--- src/hw/rtl/lkc_pkg.sv ---
// lkc_pkg: word types, entry and cell chain types, field widths and codes
// for the LRU keyed cache. No dependencies.
package lkc_pkg;

	localparam int KEY_W    = 64;
	localparam int HANDLE_W = 32;
	localparam int LEN_W    = 24;
	localparam int CFG_W    = 4;

	localparam logic [CFG_W-1:0] CAP_RESET = 4'd5;

	localparam logic OP_READ  = 1'b0;
	localparam logic OP_WRITE = 1'b1;

	typedef struct packed {
		logic                op;
		logic [KEY_W-1:0]    key;
		logic [HANDLE_W-1:0] value;
		logic [LEN_W-1:0]    length;
	} req_t;

	typedef struct packed {
		logic                hit;
		logic [HANDLE_W-1:0] value_out;
		logic [LEN_W-1:0]    length_out;
		logic                evicted;
		logic [KEY_W-1:0]    evicted_key;
	} rsp_t;

	typedef struct packed {
		logic [KEY_W-1:0]    key;
		logic [HANDLE_W-1:0] value;
		logic [LEN_W-1:0]    length;
	} entry_t;

	// gathered along the row from the least recent cell toward the front
	typedef struct packed {
		logic                hit;
		logic [HANDLE_W-1:0] value;
		logic [LEN_W-1:0]    length;
		logic [KEY_W-1:0]    evk;
	} chain_t;

endpackage

--- src/hw/rtl/lkc_cell.sv ---
// lkc_cell: one recency slot of the cache row. Holds an entry, takes its
// neighbor's entry on shift, and adds its match into the row chain. Uses lkc_pkg.
module lkc_cell (
	input  logic                       clk,
	input  logic                       valid,
	input  logic                       last,
	input  logic                       shift,
	input  logic [lkc_pkg::KEY_W-1:0]  lookup_key,
	input  lkc_pkg::entry_t            prev,
	input  lkc_pkg::chain_t            chain_in,
	output lkc_pkg::entry_t            cur,
	output lkc_pkg::chain_t            chain_out
);
	import lkc_pkg::*;

	entry_t entry_q;
	logic   match;

	always_ff @(posedge clk) begin
		if (shift) begin
			entry_q <= prev;
		end
	end

	assign match = valid && (entry_q.key == lookup_key);
	assign cur   = entry_q;

	always_comb begin
		chain_out.hit    = chain_in.hit | match;
		chain_out.value  = chain_in.value | ({HANDLE_W{match}} & entry_q.value);
		chain_out.length = chain_in.length | ({LEN_W{match}} & entry_q.length);
		chain_out.evk    = chain_in.evk | ({KEY_W{last}} & entry_q.key);
	end

endmodule

--- src/hw/rtl/lru_keyed_cache_core.sv ---
// lru_keyed_cache_core: fully associative cache with LRU replacement, built
// as a row of lkc_cell slots kept in recency order. Uses lkc_pkg, lkc_cell.
//
// Usage:
//   Request channel req/req_valid/req_stall carries one word: op (read or
//   write), key, value, length. Response channel rsp/rsp_valid/rsp_stall
//   returns one word per request: hit, value_out, length_out, evicted,
//   evicted_key. Cell 0 holds the most recent entry; a hit or insert moves
//   the entry to cell 0 and the cells in front of it step back by one.
//   rsp_valid rises in the cycle after acceptance. Throughput is one word
//   per cycle while req_stall is low: all cells compare the key at once and
//   the row shifts in the same cycle. The response register holds one word;
//   while it waits under rsp_stall, req_stall is raised and no request is
//   taken. capacity is written through cap_we/cap_wdata; the user must write
//   it only while the cache is idle; the block does not enforce this. 0 acts
//   as 1 and values above MAX_ENTRIES act as MAX_ENTRIES. Lowering it does
//   not drop entries; later inserts evict one entry each. Reset empties the
//   cache, clears rsp_valid and sets capacity to 5. No clearing pass is needed.
module lru_keyed_cache_core #(
	parameter int MAX_ENTRIES = 8
) (
	input  logic                      clk,
	input  logic                      arst_n,
	input  logic                      req_valid,
	output logic                      req_stall,
	input  lkc_pkg::req_t             req,
	output logic                      rsp_valid,
	input  logic                      rsp_stall,
	output lkc_pkg::rsp_t             rsp,
	input  logic                      cap_we,
	input  logic [lkc_pkg::CFG_W-1:0] cap_wdata
);
	import lkc_pkg::*;

	localparam int CW    = $clog2(MAX_ENTRIES + 1);
	localparam int CMP_W = (CW > CFG_W) ? CW : CFG_W;

	logic [CFG_W-1:0] capacity_q;
	logic [CW-1:0]    count_q;
	logic             rsp_valid_q;
	rsp_t             rsp_q;

	logic             accept;
	logic [CMP_W-1:0] cap_ext;
	logic [CW-1:0]    cap_eff;
	logic             any_hit;
	logic             is_write;
	logic             do_insert;
	logic             do_evict;
	entry_t           front;
	rsp_t             rsp_d;

	logic [MAX_ENTRIES-1:0] cell_valid;
	logic [MAX_ENTRIES-1:0] cell_last;
	logic [MAX_ENTRIES-1:0] cell_shift;
	entry_t                 cur   [MAX_ENTRIES];
	entry_t                 prev  [MAX_ENTRIES];
	chain_t                 chain [MAX_ENTRIES+1];

	assign req_stall = rsp_valid_q & rsp_stall;
	assign accept    = req_valid & ~req_stall;
	assign rsp_valid = rsp_valid_q;
	assign rsp       = rsp_q;

	// effective capacity, clamped to 1..MAX_ENTRIES
	always_comb begin
		cap_ext = CMP_W'(capacity_q);
		if (capacity_q == '0) begin
			cap_eff = CW'(1);
		end else if (cap_ext > CMP_W'(MAX_ENTRIES)) begin
			cap_eff = CW'(MAX_ENTRIES);
		end else begin
			cap_eff = CW'(cap_ext);
		end
	end

	assign any_hit   = chain[0].hit;
	assign is_write  = (req.op == OP_WRITE);
	assign do_insert = is_write & ~any_hit;
	assign do_evict  = do_insert & (count_q >= cap_eff);

	always_comb begin
		front.key = req.key;
		if (is_write) begin
			front.value  = req.value;
			front.length = req.length;
		end else begin
			front.value  = chain[0].value;
			front.length = chain[0].length;
		end
	end

	always_comb begin
		for (int i = 0; i < MAX_ENTRIES; i++) begin
			cell_valid[i] = CW'(i) < count_q;
			cell_last[i]  = count_q == CW'(i + 1);
			if (any_hit) begin
				cell_shift[i] = accept & chain[i].hit;
			end else begin
				cell_shift[i] = accept & do_insert &
					((CW'(i) < count_q) | (~do_evict & (CW'(i) == count_q)));
			end
		end
	end

	assign chain[MAX_ENTRIES] = '0;

	for (genvar g = 0; g < MAX_ENTRIES; g++) begin : g_cell
		if (g == 0) begin : g_front
			assign prev[g] = front;
		end else begin : g_next
			assign prev[g] = cur[g-1];
		end

		lkc_cell u_cell (
			.clk        (clk),
			.valid      (cell_valid[g]),
			.last       (cell_last[g]),
			.shift      (cell_shift[g]),
			.lookup_key (req.key),
			.prev       (prev[g]),
			.chain_in   (chain[g+1]),
			.cur        (cur[g]),
			.chain_out  (chain[g])
		);
	end

	always_comb begin
		rsp_d.hit         = any_hit;
		rsp_d.value_out   = (any_hit & ~is_write) ? chain[0].value : '0;
		rsp_d.length_out  = (any_hit & ~is_write) ? chain[0].length : '0;
		rsp_d.evicted     = do_evict;
		rsp_d.evicted_key = do_evict ? chain[0].evk : '0;
	end

	always_ff @(posedge clk or negedge arst_n) begin
		if (!arst_n) begin
			capacity_q  <= CAP_RESET;
			count_q     <= '0;
			rsp_valid_q <= 1'b0;
		end else begin
			if (cap_we) begin
				capacity_q <= cap_wdata;
			end
			if (accept && do_insert && !do_evict) begin
				count_q <= count_q + CW'(1);
			end
			if (accept) begin
				rsp_valid_q <= 1'b1;
			end else if (!rsp_stall) begin
				rsp_valid_q <= 1'b0;
			end
		end
	end

	always_ff @(posedge clk) begin
		if (accept) begin
			rsp_q <= rsp_d;
		end
	end

	a_count_bound: assert property (@(posedge clk) disable iff (!arst_n)
		count_q <= CW'(MAX_ENTRIES))
		else $error("entry count above row length");

	a_insert_grows: assert property (@(posedge clk) disable iff (!arst_n)
		(accept && do_insert && !do_evict) |=> (count_q == $past(count_q) + CW'(1)))
		else $error("insert without eviction did not grow the count");

	a_evict_nonempty: assert property (@(posedge clk) disable iff (!arst_n)
		(accept && do_evict) |-> (count_q != '0 && $onehot(cell_last)))
		else $error("eviction from an empty row");

	a_rsp_follows: assert property (@(posedge clk) disable iff (!arst_n)
		accept |=> (rsp_valid && (rsp.hit == $past(any_hit))))
		else $error("response word not registered after accept");

endmodule
--- config.mk ---
export PLATFORM = sky130hd
export DESIGN_NAME = lru_keyed_cache_core
export DESIGN_NICKNAME = d
export VERILOG_FILES = /design/src/hw/rtl/lkc_pkg.sv /design/src/hw/rtl/lkc_cell.sv /design/src/hw/rtl/lru_keyed_cache_core.sv
export SDC_FILE = /design/constraint.sdc
export NUM_CORES = 1
export LEC_CHECK = 0
export ABC_CLOCK_PERIOD_IN_PS = 26800
export BUFFER_PORTS_ARGS = -buffer_cell sky130_fd_sc_hd__buf_4
export CAP_MARGIN = 20
export CORE_UTILIZATION = 28
export DETAILED_ROUTE_END_ITERATION = 8
export HOLD_SLACK_MARGIN = 0.1
export PLACE_DENSITY_LB_ADDON = 0.15
export RECOVER_POWER = 25
export SYNTH_ARGS = -nofsm -noshare
export SYNTH_HDL_FRONTEND = slang
export SYNTH_SLANG_ARGS = --single-unit
--- constraint.sdc ---
create_clock -name clk -period 26.8 [get_ports clk]
set_input_delay 2.68 -clock clk [delete_from_list [all_inputs] [get_ports clk]]
set_output_delay 2.68 -clock clk [all_outputs]
set_load 0.005 [all_outputs]
==> metrics.txt <==
status=finished clean; most common flop cell mapped by yosys=sky130_fd_sc_hd__edfxtp_1; register area=0.0327 sq mm; count of TritonRoute iterations in the first routing pass=7; largest area contributor in the netlist=sky130_fd_sc_hd__edfxtp_1; leakage component of the power=0.0179 uW; Async S/R FF share, synth=0.825%; I/O pin total=254; beginning of the worst register-to-register path=g_cell[3].u_cell.cur[110]; number of hold violations in the final report=0; routed wire length=207000 microns; Final Instance Count excl. Fillers=5634; worst hold start=g_cell[0].u_cell.cur[55]; Fill cells=16200; max capacitance violation total=0; Synthesis Warnings=0; Worst Max-Slew Pin Slew=1.32 ns; clock root buffer=sky130_fd_sc_hd__clkbuf_16; Slew HR=10.9%; synthesized area per cell=15.0 sq um; gp weighted congestion=1.02; sequential cell area fraction in the yosys report=70.5%; post-cts gate resize count=0; final setup slack of the worst path=18.91 ns; Total Power Consumption=4950 uW; Remaining DRCs=0; most area-consuming cells after synthesis=sky130_fd_sc_hd__edfxtp_1, sky130_fd_sc_hd__xor2_1, sky130_fd_sc_hd__nor4_1, sky130_fd_sc_hd__a221oi_1, sky130_fd_sc_hd__a22o_1; final setup violation count=0; Total Routing Usage GR=24.3%; clock transition at the register clock pins on the worst setup and hold paths after CTS=0.06 ns; dpl cell area=0.0508 sq mm; number of distinct library cells after synthesis=53; Worst Setup Slack post-DPL=18.34 ns; clock tree from TritonCTS=yes; maximum level of the CTS H-tree=4; Post-Synthesis Net Count=3232; number of global-route vias before repair=30400; Hold Path End=g_cell[1].u_cell.cur[55]; min Tclk post-route=7.89 ns; accumulated negative setup slack=0 ns; arrival time at the worst endpoint=8.28 ns; worst-case reg-to-reg path depth=11; Worst setup SP type=primary input; CTS sink cnt=1091; total standard cell area after synthesis=0.0464 sq mm; Chip Width=409 microns; EDFF count, synth=1082; synthesized flop and latch total=1091; via count=30900; port bufs=253; required time of the worst setup path=27.19 ns; Worst Clk Skew=0.0485 ns; unrepaired setup endpoints after global routing=no; detailed router's first-iteration violation count=3796; largest net degree at the start of global routing=96; number of nets in the layout=3477; count of antenna-violating nets left after detailed routing=0; count of buffers added by post-CTS timing repair for setup=0; floorplan die area=0.167 sq mm; commonest cells after routing, fill and taps aside=sky130_fd_sc_hd__edfxtp_1, sky130_fd_sc_hd__xor2_1, sky130_fd_sc_hd__buf_4, sky130_fd_sc_hd__nor2_1, sky130_fd_sc_hd__nor4_1; number of instances in the synthesized netlist=3095; Synth-to-Final Area Change=18.4%; TritonCTS Buffers=130; worst-case vdd ir drop=0.0619 mV; highest net fanout along the worst path=59; antenna violations before repair=18; placed cell count=5397; first-pass GRT wire length=277000 microns; type of element capturing the critical path=flop; post-synth top area share=70.0%; final period utilization=29.4%; row cnt=149; CTS Hold Bufs=0; CORE AREA=0.165 sq mm; pwr/cell area=90.0 mW/mm^2; most common cell after layout, fill and taps aside=sky130_fd_sc_hd__edfxtp_1; clock insertion delay at the later pin of the skew report=0.78 ns; DR WL/cell=36.8 microns; gr ovfl total=0; CTS max path bufs=3; setup slack on the worst flop-to-flop path=20.52 ns; Slew Viols, Final=0; WS Path Type=in -> reg; footprint of the multi-input gates=0.0129 sq mm; destination of the worst register-to-register timing path=g_cell[0].u_cell.cur[59]; worst hold path class=reg -> reg; maximum frequency from static timing analysis=127 MHz; effective utilization at floorplan=28.2%; half-perimeter wire length after placement=148000 microns; overall die height=409 microns; Post-Layout Inst Area=0.0550 sq mm; share of layout cells above drive strength 1=15.2%; via count normalized by instance count=5.48; Hold Path Depth=0
==> report_power, final <==
part	internal, uW	leakage, uW	switching (uW)
registers	2110	0.0101	126
logic	241	0.00575	722
clock network	1000	0.00201	748
total	3350	0.0179	1600
==> worst max path at each step <==
stage	from	endpoint	slack, ns	depth (start not counted)
6_report	req[110]	g_cell[0].u_cell.cur[59]	18.91	12
5_1_grt	req[110]	g_cell[0].u_cell.cur[59]	18.99	12
4_1_cts	req[110]	g_cell[0].u_cell.cur[59]	19.11	12
3_5_place_dp	req[110]	g_cell[0].u_cell.cur[118]	18.34	12
3_3_place_gp	req[88]	g_cell[2].u_cell.cur[101]	18.35	11
2_1_floorplan	rsp_stall	g_cell[6].u_cell.cur[0]	12.48	7
==> cells in the mapped netlist (all sizes together), types with 38 or more instances <==
cell type	n
nand4	57
edfxtp	1082
xnor2	70
a222oi	64
clkbuf	105
a21oi	129
xor2	417
a221oi	114
a31oi	56
nor2	165
nand3	85
a22oi	128
buf	94
a22o	113
nor3	38
nor2b	51
nor4	164
==> critical path, stage by stage <==
cell                        delay, ns
sky130_fd_sc_hd__buf_4           0.16
sky130_fd_sc_hd__xnor2_1         0.82
sky130_fd_sc_hd__nand4_1         0.25
sky130_fd_sc_hd__nor4_1          0.58
sky130_fd_sc_hd__nand4_1         0.38
sky130_fd_sc_hd__nor4_2          0.46
sky130_fd_sc_hd__buf_4           0.76
sky130_fd_sc_hd__or3_1           0.27
sky130_fd_sc_hd__or3_1           0.20
sky130_fd_sc_hd__o2bb2ai_4       0.13
sky130_fd_sc_hd__buf_4           0.62
sky130_fd_sc_hd__buf_4           0.73
==> routing by layer <==
metal | global-route usage (%) | share of wire, % | vias up
met5 | 0 | 0.060 | -
met4 | 9.19 | 4.1 | 20
met3 | 4.57 | 6.9 | 287
met2 | 38.1 | 46 | 1473
met1 | 33.1 | 43 | 16200
li1 | - | - | 12900
==> logic make-up after synthesis <==
logic type,share of synthesized area [%]
flip-flops,70.5
AND/OR/NAND/NOR,7.57
AO/OA/AOI/OAI,10.4
XOR/XNOR,9.19
buffers and inverters,2.12
adder cells (fa/ha/maj),0.189
multiplexers,0.0970
==> final cells by class <==
type / count / area share (%)
Inverter: 25 / 0.184
Sequential cell: 1091 / 59.5
Clock buffer: 160 / 6.22
Antenna cell: 6 / 0.0273
Tap cell: 2189 / 4.98
Timing Repair Buffer: 312 / 4.28
Clock inverter: 71 / 1.32
Multi-Input combinational cell: 1780 / 23.5
==> flip-flops by register name (all words and copies together), names as in the netlist <==
register           count
g_cell.u_cell.cur    960
rsp                  122
cap_ext                4
count_q                4
rsp_valid              1
==> metrics by stage <==
stage          hold WS, ns  util (%)
2_1_floorplan        0.426         -
3_3_place_gp         0.429      30.8
3_5_place_dp         0.434      30.8
4_1_cts              0.447      33.3
5_1_grt              0.451      33.3
6_report             0.440      33.4
No activity file was read; power rests on OpenSTA's default activity.
